### config.mk
export PLATFORM = sky130hd
export DESIGN_NAME = four_level_page_table_walker
export DESIGN_NICKNAME = d
export VERILOG_FILES = /design/src/sv/flptw_pkg.sv /design/src/sv/four_level_page_table_walker.sv
export VERILOG_INCLUDE_DIRS = /design/src /design/src/sv
export SDC_FILE = /design/constraint.sdc
export NUM_CORES = 1
export LEC_CHECK = 0
export CAP_MARGIN = 40
export CELL_PAD_IN_SITES_DETAIL_PLACEMENT = 1
export CELL_PAD_IN_SITES_GLOBAL_PLACEMENT = 2
export CORE_ASPECT_RATIO = 1.2
export CORE_MARGIN = 4
export CORE_UTILIZATION = 42
export CTS_CLUSTER_DIAMETER = 40
export DETAILED_ROUTE_END_ITERATION = 6
export DONT_BUFFER_PORTS = 1
export GPL_TIMING_DRIVEN = 1
export PLACE_DENSITY = 0.83
export SLEW_MARGIN = 10
export SYNTH_ARGS = -nofsm -noshare
export SYNTH_HDL_FRONTEND = slang
export SYNTH_SLANG_ARGS = --single-unit
### constraint.sdc
create_clock -name clock -period 11.97 [get_ports clock]
set_input_delay 1.197 -clock clock [delete_from_list [all_inputs] [get_ports clock]]
set_output_delay 1.197 -clock clock [all_outputs]
set_load 0.1 [all_outputs]
### src/sv/assert_macros.svh
// ----------------------------------------------------------------------------
// assert_macros.svh
// Assertion helpers shared by the RTL; define ASSERT_OFF to drop them all.
// ----------------------------------------------------------------------------
`ifndef ASSERT_MACROS_SVH
`define ASSERT_MACROS_SVH

`ifndef ASSERT_OFF

// Hold prop at every rising edge of clk outside reset.
`define ASSERT_AT(label, clk, rst, prop) \
   label: assert property (@(posedge clk) disable iff (rst) (prop)) \
      else $error("assertion failed: label");

// When cond holds at one edge, expect prop at the next.
`define ASSERT_NEXT(label, clk, rst, cond, prop) \
   label: assert property (@(posedge clk) disable iff (rst) (cond) |=> (prop)) \
      else $error("assertion failed: label");

`else

`define ASSERT_AT(label, clk, rst, prop)
`define ASSERT_NEXT(label, clk, rst, cond, prop)

`endif

`endif

### src/sv/flptw_pkg.sv
// ----------------------------------------------------------------------------
// flptw_pkg
// Types, codes and masks for the four-level page table walker.
// ----------------------------------------------------------------------------
`timescale 1ns / 1ps
`default_nettype none

package flptw_pkg;

   // request kinds
   localparam logic REQ_START = 1'b0;
   localparam logic REQ_ENTRY = 1'b1;

   // result kinds
   localparam logic RES_READ = 1'b0;
   localparam logic RES_DONE = 1'b1;

   localparam int IDX_W = 9;

   localparam logic [63:0] BASE_MASK  = 64'hFFFF_FFFF_FFFF_FFF0;
   localparam logic [63:0] TABLE_MASK = 64'h0000_000F_FFFF_F000;

   localparam int PRESENT_BIT = 0;
   localparam int LARGE_BIT   = 7;

   typedef enum logic [2:0] {
      LVL_IDLE = 3'd0,
      LVL_1    = 3'd1,
      LVL_2    = 3'd2,
      LVL_3    = 3'd3,
      LVL_4    = 3'd4
   } level_type;

   typedef struct packed {
      logic        req_type;
      logic [63:0] table_base;
      logic [47:0] virt_addr;
      logic [63:0] entry_word;
   } req_item_type;

   typedef struct packed {
      logic        res_kind;
      logic [63:0] read_addr;
      logic [51:0] phys_addr;
      logic        fault;
   } rsp_item_type;

endpackage

`default_nettype wire

### src/sv/four_level_page_table_walker.sv
// An accepted item is decided from the input register and its result is
// registered in the two-entry result queue, whose head drives rsp_.
// Throughput: one item per cycle while the queue has room; the decision is at
// most one add after the input register; the queue absorbs a stalled consumer.
// Reset: synchronous, active high; clears the walk level and all valid flags.
// ----------------------------------------------------------------------------
// four_level_page_table_walker
// Walks four levels of 64-bit table entries for one 48-bit virtual address,
// issuing entry reads and finishing with a translation or a fault.
// ----------------------------------------------------------------------------
`timescale 1ns / 1ps
`default_nettype none

`include "assert_macros.svh"

module four_level_page_table_walker (
   input  wire                       clock,
   input  wire                       reset,
   input  wire                       req_valid,
   output logic                      req_stall,
   input  flptw_pkg::req_item_type   req_item,
   output logic                      rsp_valid,
   input  wire                       rsp_stall,
   output flptw_pkg::rsp_item_type   rsp_item
);

   import flptw_pkg::*;

   // input register
   logic          in_valid_ff;
   logic          in_valid_in;
   req_item_type  in_item_ff;

   // walk state
   level_type     walk_level_ff;
   level_type     walk_level_in;
   logic [47:0]   saved_vaddr_ff;
   logic [47:0]   saved_vaddr_in;

   // two-entry result queue, entry 0 is the head
   logic          q_valid_ff [2];
   logic          q_valid_in [2];
   rsp_item_type  q_item_ff  [2];
   rsp_item_type  q_item_in  [2];

   rsp_item_type  result;
   logic          has_result;
   logic          advance;
   logic          pop;
   logic          push;
   logic          accept;
   logic [IDX_W-1:0] next_idx;
   logic [63:0]   table_addr;

   // Decide the item in the input register against the current walk state.
   always_comb begin
      result         = '0;
      has_result     = 1'b0;
      walk_level_in  = walk_level_ff;
      saved_vaddr_in = saved_vaddr_ff;
      table_addr     = in_item_ff.entry_word & TABLE_MASK;
      next_idx       = '0;

      case (walk_level_ff)
         LVL_1:   next_idx = saved_vaddr_ff[38:30];
         LVL_2:   next_idx = saved_vaddr_ff[29:21];
         LVL_3:   next_idx = saved_vaddr_ff[20:12];
         default: next_idx = '0;
      endcase

      if (in_item_ff.req_type == REQ_START) begin
         // a start drops any walk in progress
         has_result       = 1'b1;
         saved_vaddr_in   = in_item_ff.virt_addr;
         walk_level_in    = LVL_1;
         result.res_kind  = RES_READ;
         result.read_addr = (in_item_ff.table_base & BASE_MASK)
                          + {52'd0, in_item_ff.virt_addr[47:39], 3'b000};
      end else begin
         case (walk_level_ff)
            LVL_1, LVL_2, LVL_3: begin
               has_result = 1'b1;
               if (!in_item_ff.entry_word[PRESENT_BIT]) begin
                  result.res_kind = RES_DONE;
                  result.fault    = 1'b1;
                  walk_level_in   = LVL_IDLE;
               end else if (walk_level_ff == LVL_2 && in_item_ff.entry_word[LARGE_BIT]) begin
                  // 1GB page: frame bits below bit 30 are ignored, so concatenate
                  result.res_kind  = RES_DONE;
                  result.phys_addr = {in_item_ff.entry_word[51:30], saved_vaddr_ff[29:0]};
                  walk_level_in    = LVL_IDLE;
               end else if (walk_level_ff == LVL_3 && in_item_ff.entry_word[LARGE_BIT]) begin
                  // 2MB page: full add, entry bits 12-20 are kept
                  result.res_kind  = RES_DONE;
                  result.phys_addr = 52'(table_addr) + {31'd0, saved_vaddr_ff[20:0]};
                  walk_level_in    = LVL_IDLE;
               end else begin
                  result.res_kind  = RES_READ;
                  result.read_addr = table_addr + {52'd0, next_idx, 3'b000};
                  case (walk_level_ff)
                     LVL_1:   walk_level_in = LVL_2;
                     LVL_2:   walk_level_in = LVL_3;
                     default: walk_level_in = LVL_4;
                  endcase
               end
            end
            LVL_4: begin
               // leaf: present bit not tested, a zero frame faults
               has_result      = 1'b1;
               result.res_kind = RES_DONE;
               walk_level_in   = LVL_IDLE;
               if (table_addr == 64'd0) begin
                  result.fault = 1'b1;
               end else begin
                  result.phys_addr = {16'd0, in_item_ff.entry_word[35:12],
                                      saved_vaddr_ff[11:0]};
               end
            end
            default: begin
               // entry while idle: drop it
               has_result = 1'b0;
            end
         endcase
      end
   end

   // Handshake: advance the input register when the queue has room or no result.
   always_comb begin
      pop       = q_valid_ff[0] && !rsp_stall;
      advance   = in_valid_ff
               && (!has_result || !(q_valid_ff[0] && q_valid_ff[1]) || pop);
      push      = advance && has_result;
      req_stall = in_valid_ff && !advance;
      accept    = req_valid && !req_stall;

      if (accept) begin
         in_valid_in = 1'b1;
      end else if (advance) begin
         in_valid_in = 1'b0;
      end else begin
         in_valid_in = in_valid_ff;
      end

      // shift the queue on a pop, then push into the first free slot
      q_valid_in[0] = q_valid_ff[0];
      q_valid_in[1] = q_valid_ff[1];
      q_item_in[0]  = q_item_ff[0];
      q_item_in[1]  = q_item_ff[1];
      if (pop) begin
         q_valid_in[0] = q_valid_ff[1];
         q_item_in[0]  = q_item_ff[1];
         q_valid_in[1] = 1'b0;
      end
      if (push) begin
         if (!q_valid_in[0]) begin
            q_valid_in[0] = 1'b1;
            q_item_in[0]  = result;
         end else begin
            q_valid_in[1] = 1'b1;
            q_item_in[1]  = result;
         end
      end
   end

   assign rsp_valid = q_valid_ff[0];
   assign rsp_item  = q_item_ff[0];

   always_ff @(posedge clock) begin
      if (reset) begin
         in_valid_ff   <= 1'b0;
         walk_level_ff <= LVL_IDLE;
         q_valid_ff[0] <= 1'b0;
         q_valid_ff[1] <= 1'b0;
      end else begin
         in_valid_ff   <= in_valid_in;
         q_valid_ff[0] <= q_valid_in[0];
         q_valid_ff[1] <= q_valid_in[1];
         if (advance) begin
            walk_level_ff <= walk_level_in;
         end
      end
   end

   // payload registers, no reset
   always_ff @(posedge clock) begin
      if (accept) begin
         in_item_ff <= req_item;
      end
      if (advance) begin
         saved_vaddr_ff <= saved_vaddr_in;
      end
      q_item_ff[0] <= q_item_in[0];
      q_item_ff[1] <= q_item_in[1];
   end

   `ASSERT_AT(a_queue_packed, clock, reset, !q_valid_ff[1] || q_valid_ff[0])
   `ASSERT_AT(a_no_overflow, clock, reset, !(push && q_valid_ff[0] && q_valid_ff[1] && !pop))
   `ASSERT_NEXT(a_done_idles, clock, reset, push && result.res_kind == RES_DONE, walk_level_ff == LVL_IDLE)
   `ASSERT_NEXT(a_start_level1, clock, reset, advance && in_item_ff.req_type == REQ_START, walk_level_ff == LVL_1)

endmodule

`default_nettype wire

Yosys cells after proc, flatten, opt, wreduce, memory -nomap -nowiden
Memories as Yosys holds them, arrays and structs flattened.
Cells that the tools add are included.
{"block": "word_totals", "regBits": 208, "mem_bits_rw": 238, "input_bits": 181, "wordCells": 80, "memories": 2}
{"name": "q_item_ff", "depth": 2, "width": 118, "read_ports": 2, "rd_ports_with_merged_regs": 0, "wr": 2, "line_no": "four_level_page_table_walker.sv:43", "source": "rsp_item_type q_item_ff [2];"}
{"name": "q_valid_ff", "depth": 2, "width": 1, "read_ports": 2, "rd_ports_with_merged_regs": 0, "wr": 2, "line_no": "four_level_page_table_walker.sv:41", "source": "logic q_valid_ff [2];"}
{"block": "classes", "n_addsub": 3, "eq_ne": 5, "muxes": 39, "n_bitwise": 3, "reduce_logical": 21}
{"cell": "two-way mux 118 bit", "count": 3}
{"cell": "two-way mux 236 bit", "count": 1}
{"cell": "two-way mux 37 bit", "count": 3}
{"cell": "one-hot mux 53 bit (2 select lines)", "count": 1}
{"cell": "two-way mux 89 bit", "count": 1}
{"cell": "two-way mux 65 bit", "count": 1}
{"cell": "adder 64 x 12 -> 64 bit", "count": 1}
{"cell": "logical NOT 64 bit", "count": 1}
{"cell": "two-way mux 64 bit", "count": 1}
{"cell": "two-way mux 53 bit", "count": 1}
{"cell": "two-way mux 52 bit", "count": 1}
{"cell": "adder 36 x 12 -> 37 bit", "count": 1}
{"cell": "adder 36 x 21 -> 37 bit", "count": 1}
{"cell": "two-way mux 36 bit", "count": 1}
{"cell": "one-hot mux 9 bit (3 select lines)", "count": 1}
{"cell": "two-way mux 1 bit", "count": 15}
{"cell": "two-way mux 3 bit", "count": 4}
{"cell": "one-hot mux 3 bit (2 select lines)", "count": 2}
{"cell": "logical AND 1 bit", "count": 8}
{"cell": "== test 3 x 2 -> 1 bit, second input constant", "count": 2}
{"cell": "logical NOT 1 bit", "count": 5}
{"cell": "two-way mux 2 bit", "count": 2}
{"cell": "AND reduction 2 bit", "count": 2}
{"cell": "OR reduction 4 bit", "count": 1}
{"cell": "9 further kinds", "count": 11}

Depth between registers and ports, before layout
Gate-level depths: netlist (run 1).
{"block": "logic_depth", "depth_word": 13, "mapped_depth": 10, "mapped_depth_nobuf": 9}

Worst setup path before layout (run 1)
No wires, ideal clock.
{"block": "synth_path", "path_type": "in2reg", "startpoint": "input rsp_stall", "endpoint": "memory q_item_ff[0][118] (netlist name), enable pin", "setup_ps": 730, "t_arrival_ps": 9069, "required_time_ps": 11240, "path_slack_ps": 2171, "path_stages": 2, "n_path_buf": 0, "cell_sequence": "xnor2_1 > nor3_1"}
{"element": "start: declaration", "line_no": "four_level_page_table_walker.sv:23", "source": "input wire rsp_stall,"}
{"element": "end: declaration", "line_no": "four_level_page_table_walker.sv:43"}

Worst setup path in the final report (run 1)
{"block": "layout_path", "startpoint": "register walk_level_ff[2]", "endpoint": "output req_stall"}
{"block": "layout_between", "elab_chain_cells": 10, "word_cells_on_any_way": 13, "cone_classes": "4 x eq/ne; 2 x mux; 7 x reduce/logical"}
{"element": "start: declaration", "line_no": "four_level_page_table_walker.sv:35", "source": "level_type walk_level_ff;"}
{"element": "start signal: assignment", "line_no": "four_level_page_table_walker.sv:179", "source": "walk_level_ff <= walk_level_in;"}
{"element": "== test 3 x 2 -> 1 bit, or another cell as far along", "line_no": "four_level_page_table_walker.sv:80", "source": "case (walk_level_ff)"}
{"element": "OR reduction 4 bit (no source line) *"}
{"element": "two-way mux 1 bit *", "line_no": "four_level_page_table_walker.sv:80"}
{"element": "two-way mux 1 bit *", "line_no": "four_level_page_table_walker.sv:71", "source": "if (in_item_ff.req_type == REQ_START) begin"}
{"element": "logical NOT 1 bit *", "line_no": "four_level_page_table_walker.sv:131", "source": "&& (!has_result || !(q_valid_ff[0] && q_valid_ff[1]) || pop);"}
{"element": "logical OR 1 bit * (2 in a row)", "line_no": "four_level_page_table_walker.sv:131"}
{"element": "logical AND 1 bit *", "line_no": "four_level_page_table_walker.sv:131"}
{"element": "logical NOT 1 bit *", "line_no": "four_level_page_table_walker.sv:133", "source": "req_stall = in_valid_ff && !advance;"}
{"element": "logical AND 1 bit *", "line_no": "four_level_page_table_walker.sv:133"}
{"element": "end: declaration", "line_no": "four_level_page_table_walker.sv:20", "source": "output logic req_stall,"}
Mark *: on every way between the ends. The rest lies on a longest branch, timed or not.

==> results of run 1 <==
## placed cells by master, fill, tap and decap left out, types with 15 or more instances in the layout
| cell | synthesis | routed |
|---|---|---|
| a21oi_1 | 60 | 60 |
| a22oi_1 | 15 | 15 |
| a31oi_1 | 51 | 51 |
| and2_1 | 42 | 42 |
| buf_16 | 0 | 80 |
| buf_4 | 120 | 20 |
| buf_8 | 0 | 45 |
| clkbuf_16 | 0 | 56 |
| dfxtp_1 | 124 | 124 |
| edfxtp_1 | 305 | 305 |
| ha_1 | 17 | 17 |
| inv_1 | 20 | 20 |
| mux2i_1 | 40 | 40 |
| nand2_1 | 281 | 280 |
| nand3_1 | 47 | 47 |
| nand4_1 | 18 | 18 |
| nor2_1 | 91 | 88 |
| nor3_1 | 30 | 29 |
| nor4_1 | 19 | 19 |
| o21ai_0 | 48 | 48 |
| o221ai_1 | 17 | 17 |
| o22ai_1 | 39 | 39 |
| xnor2_1 | 49 | 49 |
## synth_stat cells, drive strengths merged, types with 8 or more instances
| master | instances |
|---|---|
| clkbuf | 47 |
| edfxtp | 305 |
| nand4 | 22 |
| a22oi | 15 |
| nor2 | 94 |
| xnor2 | 49 |
| mux2i | 40 |
| mux2 | 9 |
| and3 | 14 |
| o211ai | 9 |
| nor4 | 25 |
| buf | 166 |
| and2 | 45 |
| ha | 17 |
| inv | 20 |
| o21ai | 55 |
| xor2 | 13 |
| o21a | 14 |
| nand3 | 47 |
| o221ai | 17 |
| nand2 | 283 |
| o22ai | 39 |
| nor3 | 32 |
| dfxtp | 124 |
| a21o | 14 |
| o31ai | 8 |
| a21oi | 61 |
| a31oi | 53 |
## registers in the layout, indices dropped and copies added (netlist names)
name and cells:
saved_vaddr_ff 39, q_valid_ff 2, q_item_ff 233, walk_level_ff 3, in_valid_ff 1, in_item_ff 151
## metrics by stage
stage	hold slack (ns)	utilization	instance area, um2	cells	worst slack (ns)
5_1_grt	0.427	0.520	23900	2371	8.36
4_1_cts	0.420	0.520	23800	2370	8.44
2_1_floorplan	0.400	-	19400	1716	2.17
3_3_place_gp	0.402	0.416	19100	2137	7.74
3_5_place_dp	0.407	0.479	22000	2266	8.38
6_report	0.413	0.521	23900	2374	8.54
## per-layer routing
layer / vias up / global-route usage / part of all wire
li1: 6150 / - / -
met1: 6836 / 0.287 / 0.40
met2: 435 / 0.420 / 0.51
met3: 103 / 0.0505 / 0.058
met4: 6 / 0.0716 / 0.030
met5: - / 0 / 0.00070
## how the worst max path moves through the flow
stage	from	to	slack (ns)	depth (start not counted)
after floorplan	rsp_stall	q_item_ff[0][118]	2.17	2
after global placement	in_item_ff[176]	in_item_ff[136]	7.74	8
after detailed placement	rsp_stall	q_item_ff[0][87]	8.38	5
after CTS	walk_level_ff[0]	in_item_ff[172]	8.44	8
after global routing	walk_level_ff[2]	req_stall	8.36	4
final	walk_level_ff[2]	req_stall	8.54	4
## layout make-up
cell class                 instances  area [um2]
fill                            4590       22000
multi-input combinational       1054        6430
antenna                            3        7.51
clock buffer                      67        1450
clock inverter                    37         413
timing repair buffer             148        3070
inverter                          20        75.1
tap                              616         771
sequential                       429       11600
## power groups by stage
stage	Sequential, uW	Clock (uW)	Combinational, uW
2_1_floorplan	1820	0	1080
3_3_place_gp	2580	0	300
3_5_place_dp	1940	0	1460
4_1_cts	1910	1710	1470
5_1_grt	1920	1780	1520
6_report	1910	1670	1470
## logic make-up (layout without fill, tap and decap cells)
kind of cell             count (synthesis)  after routing  share of synthesized area
XOR/XNOR                                62             62                     0.0280
AND/OR/NAND/NOR                        605            605                      0.152
flip-flops                             429            429                      0.600
adder cells (fa/ha/maj)                 19             19                     0.0130
buffers and inverters                  233            272                     0.0720
other                                    0              3                          0
multiplexers                            49             49                     0.0258
AO/OA/AOI/OAI                          319            319                      0.109
==> impl_metrics.csv, run 1 <==
group,metric,value,unit
status,status,"finished clean",
clocking,cts_made_buffers,55,
pwr,pwr_density_cell,211,mW/mm2
sta,setup_violations,0,
route,wirelength,60100,um
pwr,combPwrFrac,0.291,
global_route,antenna_found_initial,8,
floorplan,row_count,86,
route,vias,13530,
finish,final_nets,1908,
yosys,synth_cells,1716,
yosys,ys_top_cells_by_area,"edfxtp_1 (47%), dfxtp_1 (13%), nand2_1 (5.4%)",
sta,period_needed,3.43,ns
yosys,ys_types,86,
yosys,ys_seq_elements,429,
floorplan,initial_core_util,0.423,
sta,min_period_over_period,0.287,
pwr,power_frac_clock,0.330,
yosys,synth_seq_area_share,0.600,
sta,hold_violations,0,
worst_setup_path,cp.arrival,2.24,ns
hold_path,min_path_cells,0,
sta,rsz0062_at_grt,"no",
pwr,swShare,0.357,
worst_setup_path,path_cells,"or4b_4 -> nand3_1 -> nor2_2 -> buf_4",
clocking,cts.path.max_buffers,3,
worst_setup_path,timing.rr.start,"walk_level_ff[0]",
global_route,grt_max_degree,83,
finish,final_layout_size_suffix_gt1_frac,0.165,
clocking,cts_root_buf,"clkbuf_16",
yosys,synth_fp_nets,1916,
hold_path,hp-class,"reg2reg",
worst_setup_path,r2r-end,"in_item_ff[22]",
pwr,internal_power,3240,uW
route,antenna_left,0,
sta,slew_headroom,0.423,
clocking,cts_hold_buf,0,
job,cap_violations,0,
floorplan,die_w,204,um
yosys,dominantRegCellSynth,"edfxtp_1",
placed_design,dpl.hpwl,41900,um
route,drtPass1Iterations,5,
sta,finalMaxSlewViolations,0,
worst_setup_path,critical_path_class,"reg2out",
clocking,cts_tree,"built",
sta,tns,0,ns
worst_setup_path,rrSetupSlack,8.65,ns
finish,area_growth,22.9,%
yosys,synth-edff-count,305,
route,wl_per_cell,25.3,um
route,viasPerCell,5.70,
worst_setup_path,cp_max_fo,20,
yosys,syn-cell-area,0.0194,mm2
yosys,synth_top_cell_area_share,0.472,
sta,worst_pin_slew,0.865,ns
placed_design,gp_congestion,0.869,
hold_path,hold_end,"saved_vaddr_ff[21]",
yosys,ys_warn_count,0,
pwr,leakagePower,0.00875,uW
worst_setup_path,max_stage_delay,0.74,ns
placed_design,portBuffers,0,
pwr,ir_drop,0.000157,V
clocking,clkTransAtPathRegs,0.06,ns
hold_path,min_from,"in_item_ff[85]",
worst_setup_path,cp_top_family,"flip-flops",
global_route,grt_pass1_vias,14351,
floorplan,die_y,244,um
yosys,yosys.area.top_type,"edfxtp_1",
clocking,cts_sinks,429,
pwr,power_frac_seq,0.379,
global_route,grt_overflow_total,0,
clocking,cts_setup_buffers,0,
sta,finalClockSkew,0.0312,ns
clocking,cts_resized,0,
pwr,p_total,5040,uW
clocking,cts-htree-levels,2,
worst_setup_path,startpoint_type,"flop",
pwr,switchingPower,1800,uW
yosys,avgSynthCellArea,11.3,um2
worst_setup_path,crit_path_end_kind,"primary output",
worst_setup_path,rr_worst_depth,9,
route,drc,0,
global_route,grtUsageTotal,0.236,
worst_setup_path,critPathSlowestCell,"dfxtp_1",
floorplan,io_pins,301,
floorplan,fp.coreArea,0.0458,mm2
clocking,clock_latency,0.61,ns
route,dr.first_iter.drc_count,855,
global_route,grt_pass1_wl,90200,um
floorplan,dieArea,0.0497,mm2
worst_setup_path,crit_required,10.77,ns
sta,fmax,291,MHz
worst_setup_path,critPathBufInv,1,
yosys,async_reset_ff_frac,0,
Note: power is estimated with default switching activity, not from simulation.
==> inputs of run 2 (changes only) <==
--- a/config.mk
+++ b/config.mk
@@ -6,17 +6,18 @@
 export SDC_FILE = /design/constraint.sdc
 export NUM_CORES = 1
 export LEC_CHECK = 0
+export ABC_AREA = 1
 export CAP_MARGIN = 40
 export CELL_PAD_IN_SITES_DETAIL_PLACEMENT = 1
 export CELL_PAD_IN_SITES_GLOBAL_PLACEMENT = 2
 export CORE_ASPECT_RATIO = 1.2
 export CORE_MARGIN = 4
-export CORE_UTILIZATION = 42
+export CORE_UTILIZATION = 39
 export CTS_CLUSTER_DIAMETER = 40
 export DETAILED_ROUTE_END_ITERATION = 6
 export DONT_BUFFER_PORTS = 1
 export GPL_TIMING_DRIVEN = 1
-export PLACE_DENSITY = 0.83
+export PLACE_DENSITY = 0.82
 export SLEW_MARGIN = 10
 export SYNTH_ARGS = -nofsm -noshare
 export SYNTH_HDL_FRONTEND = slang
==> constraint.sdc (replaced) <==
create_clock -name clock -period 3.2 [get_ports clock]
set_input_delay 0.32 -clock clock [delete_from_list [all_inputs] [get_ports clock]]
set_output_delay 0.32 -clock clock [all_outputs]
set_load 0.1 [all_outputs]
==> impl_metrics.csv, run 2 <==
group,metric,value,unit
finish,final_cell_mix,"nand2_1 (689), edfxtp_1 (305), inv_1 (222)",
yosys,synth_top_cell_area_share,0.447,
worst_setup_path,cp_max_fo,8,
placed_design,gp_congestion,0.888,
worst_setup_path,cp.arrival,3.23,ns
route,antenna_left,0,
worst_setup_path,path_common_cell,"nand2_1",
finish,top_register,"q_item_ff",
clocking,cts-htree-levels,2,
pwr,p_total,18900,uW
route,wl_per_cell,22.9,um
yosys,async_reset_ff_frac,0,
floorplan,die_y,259,um
finish,largest_reg_flops,233,
sta,worst_pin_slew,0.951,ns
worst_setup_path,crit_path_end_kind,"flop",
worst_setup_path,crit_required,3.55,ns
sta,hold_violations,0,
route,dr.first_iter.drc_count,898,
yosys,synthTopCellsByCount,"nand2_1 (691), edfxtp_1 (305), inv_1 (226), nand3_1 (217), nor2_1 (129)",
pwr,pwr_density_cell,730,mW/mm2
yosys,synth_most_common_cell,"nand2_1",
finish,final_nets,2624,
worst_setup_path,cp_top_family,"simple AND/OR/NAND/NOR gates",
sta,tns,0,ns
worst_setup_path,critical_path_class,"reg2reg",
finish,fin_area,0.0259,mm2
yosys,avgSynthCellArea,9.08,um2
placed_design,place_ws,0.383,ns
clocking,cts_made_buffers,58,
global_route,grt_pass1_vias,17496,
global_route,grt_max_degree,122,
route,wirelength,72600,um
yosys,syn-cell-area,0.0205,mm2
sta,rsz0062_at_grt,"no",
yosys,ys_top_cells_by_area,"edfxtp_1 (45%), nand2_1 (13%), dfxtp_1 (12%)",
sta,slew_headroom,0.360,
floorplan,fp.coreArea,0.0517,mm2
worst_setup_path,max_stage_delay,0.41,ns
clocking,cts_tree,"built",
floorplan,die_w,217,um
route,viasPerCell,5.16,
placed_design,dp_cells,2908,
job,cap_violations,0,
yosys,synth_seq_area_share,0.568,
yosys,ys_seq_elements,429,
pwr,ir_drop,0.000514,V
floorplan,dieArea,0.0563,mm2
finish,reg.largest.list,"q_item_ff: 233 flops, in_item_ff: 151 flops, saved_vaddr_ff: 39 flops",
yosys,dominantRegCellSynth,"edfxtp_1",
sta,finalClockSkew,0.0206,ns
pwr,leakagePower,0.0109,uW
clocking,cts.path.max_buffers,3,
floorplan,initial_core_util,0.397,
status,status,"finished clean",
yosys,ys_types,55,
finish,final_cells,3169,
finish,mostFrequentLayoutCell,"nand2_1",
yosys,synth_cells,2257,
floorplan,row_count,91,
sta,min_period_over_period,0.902,
global_route,grt_overflow_total,0,
clocking,cts_sinks,429,
worst_setup_path,critPathBufInv,1,
worst_setup_path,critPathSlowestCell,"ha_1",
worst_setup_path,startpoint_type,"flop",
clocking,clock_latency,0.61,ns
sta,setup_violations,0,
clocking,clkTransAtPathRegs,0.06,ns
finish,final_layout_size_suffix_gt1_frac,0.122,
yosys,ys_warn_count,0,
placed_design,dpl.hpwl,51500,um
placed_design,post_dp_cell_area,0.0224,mm2
hold_path,hp-class,"in2reg",
yosys,yosys.area.top_type,"edfxtp_1",
global_route,grt_pass1_wl,109000,um
sta,period_needed,2.89,ns
global_route,grtUsageTotal,0.254,
route,vias,16341,
sta,fmax,346,MHz
sta,finalMaxSlewViolations,0,
worst_setup_path,path_cells,"ha_1 -> a21oi_1 -> nand2_1 -> nand2_1 -> nand3_1 -> nand2_1 -> nand2_1 -> nand3_1 -> nand2_1 -> nand3_1 -> inv_1",
route,drtPass1Iterations,5,
sta,fin_ws,0.313,ns
yosys,synth_fp_nets,2457,
clocking,cts_resized,0,
finish,insertedDiodeCount,0,
placed_design,portBuffers,0,
route,drc,0,
clocking,cts_setup_buffers,0,
finish,area_growth,26.5,%
global_route,antenna_found_initial,0,
floorplan,io_pins,301,
clocking,cts_root_buf,"clkbuf_16",
yosys,synth-edff-count,305,
run 2: cells by family (layout without fill, tap and decap cells):
| group | Yosys count | count (layout) | synth area share |
|---|---|---|---|
| multiplexers | 6 | 6 | 0.00293 |
| flip-flops | 429 | 429 | 0.568 |
| adder cells (fa/ha/maj) | 19 | 19 | 0.0123 |
| AND/OR/NAND/NOR | 1154 | 1154 | 0.243 |
| AO/OA/AOI/OAI | 212 | 212 | 0.0651 |
| buffers and inverters | 428 | 643 | 0.105 |
| XOR/XNOR | 9 | 9 | 0.00385 |
run 2: what timing repair did:
item / CTS / global route
hold buffers: 153 / 0
endpoints found under the setup margin: 0 / 0
endpoints found under the hold margin: 157 / 0
run 2: final timing paths:
check	startpoint	endpoint	slack, ns	cells after the start
worst max register to register	in_item_ff[106]	q_item_ff[0][216]	0.31	11
worst min register to register	in_item_ff[98]	saved_vaddr_ff[34]	0.42	0
worst min-delay path	rsp_stall	q_valid_ff[0][1]	0.06	3
worst max-delay path	in_item_ff[106]	q_item_ff[0][216]	0.31	11
run 2: final cells by class:
cell class	instances	area (um2)
Clock buffer	65	1490
Clock inverter	43	478
Fill cell	5793	25800
Inverter	238	902
Multi-Input combinational cell	1400	6730
Sequential cell	429	11600
Tap cell	697	872
Timing Repair Buffer	297	3810
run 2: worst reg2reg max path, stage by stage, from the launching register on:
cell,delay (ns)
edfxtp_1,0.40
ha_1,0.41
a21oi_1,0.24
nand2_1,0.23
nand2_1,0.11
nand3_1,0.23
nand2_1,0.13
nand2_1,0.34
nand3_1,0.19
nand2_1,0.07
nand3_1,0.20
inv_1,0.07
run 2: layer usage:
metal	vias up	wire, um	track usage	part of all wire
met5	-	0	0	0
met4	0	1380	0.0551	0.019
met3	89	3200	0.0409	0.044
met2	386	36800	0.449	0.51
met1	8126	31300	0.330	0.43
li1	7740	-	-	-
run 2: stage by stage:
step	hold slack, ns	util
2_1_floorplan	0.379	-
3_3_place_gp	0.382	0.403
3_5_place_dp	0.386	0.434
4_1_cts	0.00869	0.501
5_1_grt	0.0452	0.501
6_report	0.0570	0.501
run 2: power breakdown:
group          total [uW]  internal [uW]  switching (uW)
Clock                6470           3840            2630
Combinational        5410           1640            3770
Sequential           7030           6470             556
==> inputs of run 3 (changes only) <==
--- a/config.mk
+++ b/config.mk
@@ -6,18 +6,17 @@
 export SDC_FILE = /design/constraint.sdc
 export NUM_CORES = 1
 export LEC_CHECK = 0
-export ABC_AREA = 1
 export CAP_MARGIN = 40
 export CELL_PAD_IN_SITES_DETAIL_PLACEMENT = 1
 export CELL_PAD_IN_SITES_GLOBAL_PLACEMENT = 2
 export CORE_ASPECT_RATIO = 1.2
 export CORE_MARGIN = 4
-export CORE_UTILIZATION = 39
+export CORE_UTILIZATION = 42
 export CTS_CLUSTER_DIAMETER = 40
 export DETAILED_ROUTE_END_ITERATION = 6
 export DONT_BUFFER_PORTS = 1
 export GPL_TIMING_DRIVEN = 1
-export PLACE_DENSITY = 0.82
+export PLACE_DENSITY = 0.83
 export SLEW_MARGIN = 10
 export SYNTH_ARGS = -nofsm -noshare
 export SYNTH_HDL_FRONTEND = slang
==> impl_metrics.csv, run 3 (synthesis gave the netlist of run 1 again) <==
group,metric,value,unit
status,status,"finished clean",
sta,fmax,333,MHz
placed_design,dpl.hpwl,41600,um
pwr,power_frac_seq,0.371,
pwr,ir_drop,0.000592,V
pwr,power_frac_clock,0.351,
sta,finalClockSkew,0.0436,ns
global_route,grt_pass1_vias,15525,
worst_setup_path,crit_required,3.52,ns
clocking,cts-htree-levels,2,
route,wl_per_cell,25.9,um
route,drtPass1Iterations,5,
clocking,cts.path.max_buffers,3,
clocking,cts_made_buffers,56,
sta,hold_violations,0,
finish,final_nets,2092,
clocking,clock_latency,0.64,ns
floorplan,io_pins,301,
finish,final_layout_size_suffix_gt1_frac,0.168,
job,cap_violations,0,
worst_setup_path,cp.arrival,3.32,ns
pwr,switchingPower,6890,uW
worst_setup_path,path_cells,"ha_1 -> inv_1 -> fa_1 -> nand2b_1 -> a2111oi_4 -> nor2_2 -> buf_4 -> nor4_2 -> xnor2_1 -> nor2_1",
clocking,clkTransAtPathRegs,0.07,ns
sta,setup_violations,0,
global_route,antenna_found_initial,0,
route,wirelength,66300,um
sta,slew_headroom,0.463,
finish,area_growth,27.7,%
floorplan,initial_core_util,0.423,
sta,worst_pin_slew,0.799,ns
finish,reg.largest.list,"q_item_ff: 233 flops, in_item_ff: 151 flops, saved_vaddr_ff: 39 flops",
sta,finalMaxSlewViolations,0,
sta,rsz0062_at_grt,"no",
global_route,grtUsageTotal,0.261,
finish,final_cells,2557,
placed_design,place_ws,0.210,ns
sta,min_period_over_period,0.937,
placed_design,gp_congestion,0.862,
finish,top_register,"q_item_ff",
clocking,cts_root_buf,"clkbuf_16",
global_route,grt_pass1_wl,99800,um
floorplan,fp.coreArea,0.0458,mm2
route,drc,0,
finish,mostFrequentLayoutCell,"edfxtp_1",
sta,fin_ws,0.201,ns
worst_setup_path,crit_path_end_kind,"flop",
worst_setup_path,max_stage_delay,0.51,ns
worst_setup_path,critPathSlowestCell,"a2111oi_4",
worst_setup_path,critical_path_class,"reg2reg",
pwr,leakagePower,0.00927,uW
pwr,swShare,0.366,
global_route,grt_max_degree,65,
pwr,internal_power,11900,uW
floorplan,dieArea,0.0497,mm2
global_route,grt_overflow_total,0,
pwr,combPwrFrac,0.278,
route,vias,14575,
placed_design,dp_cells,2296,
worst_setup_path,startpoint_type,"flop",
route,dr.first_iter.drc_count,945,
clocking,cts_sinks,429,
finish,largest_reg_flops,233,
placed_design,portBuffers,0,
placed_design,post_dp_cell_area,0.0213,mm2
clocking,cts_tree,"built",
route,viasPerCell,5.70,
floorplan,row_count,86,
route,antenna_left,0,
finish,final_cell_mix,"edfxtp_1 (305), nand2_1 (280), dlygate4sd3_1 (154)",
finish,fin_area,0.0248,mm2
pwr,pwr_density_cell,759,mW/mm2
floorplan,die_w,204,um
sta,period_needed,3.00,ns
floorplan,die_y,244,um
worst_setup_path,cp_max_fo,13,
clocking,cts_setup_buffers,0,
hold_path,hp-class,"in2reg",
run 3: changes by cell type in the layout (fill, tap and decap cells not counted), moves of 17 or more:
cell,change
nand2_1,-409
inv_1,-202
nand3_1,-170
xnor2_1,+47
nor2_1,-38
and2_1,+37
o22ai_1,+35
a31oi_1,+34
buf_4,+34
mux2i_1,+34
a21oi_1,+24
o21ai_1,-22
a21boi_0,-17
run 3: critical path, delay by kind of cell (launching register included):
family                   cells  cell delay, ns
buffers and inverters        2            0.30
flip-flops                   1            0.33
AO/OA/AOI/OAI                1            0.51
adder cells (fa/ha/maj)      2            0.58
XOR/XNOR                     1            0.24
AND/OR/NAND/NOR              4            0.74
run 3: power groups by stage:
stage	Sequential (uW)	Combinational [uW]	Clock, uW
finish	6980	5230	6610
detailed placement	7070	5010	0
global placement	8390	2660	0
global route	7040	5420	6960
CTS	6970	5200	6580
floorplan	6780	4040	0
run 3: metal layers:
| metal | track usage | vias up | share of wire |
|---|---|---|---|
| li1 | - | 6515 | - |
| met1 | 0.316 | 7306 | 0.39 |
| met2 | 0.456 | 590 | 0.50 |
| met3 | 0.0554 | 164 | 0.062 |
| met4 | 0.101 | 0 | 0.043 |
| met5 | 0 | - | 0 |
run 3: timing repair:
action,in CTS,in global routing
setup endpoints to repair,0,1
hold buffers,154,0
gates resized for setup,0,1
endpoints found under the hold margin,164,0
run 3: layout make-up:
type	count	area (um2)
Antenna cell	1	2.50
Inverter	20	75.1
Clock inverter	41	463
Clock buffer	65	1490
Tap cell	616	771
Fill cell	4685	21100
Multi-Input combinational cell	1054	6450
Timing Repair Buffer	331	3890
Sequential cell	429	11600
run 3: worst paths after layout:
path / slack [ns] / endpoint / depth (start not counted) / start
setup / recovery: 0.20 / q_item_ff[0][229] / 10 / in_item_ff[116]
setup reg to reg: 0.20 / q_item_ff[0][229] / 10 / in_item_ff[116]
hold reg to reg: 0.42 / saved_vaddr_ff[4] / 0 / in_item_ff[68]
hold / removal: 0.13 / q_valid_ff[0][0] / 2 / rsp_stall
run 3: stage by stage:
step           utilization  setup TNS [ns]  hold slack [ns]  total power [uW]
4_1_cts              0.541               0           0.0921             18800
2_1_floorplan            -         -223.52            0.379             10800
6_report             0.541               0            0.128             18800
3_3_place_gp         0.434               0            0.384             11100
5_1_grt              0.541               0            0.165             19400
3_5_place_dp         0.464               0            0.384             12100
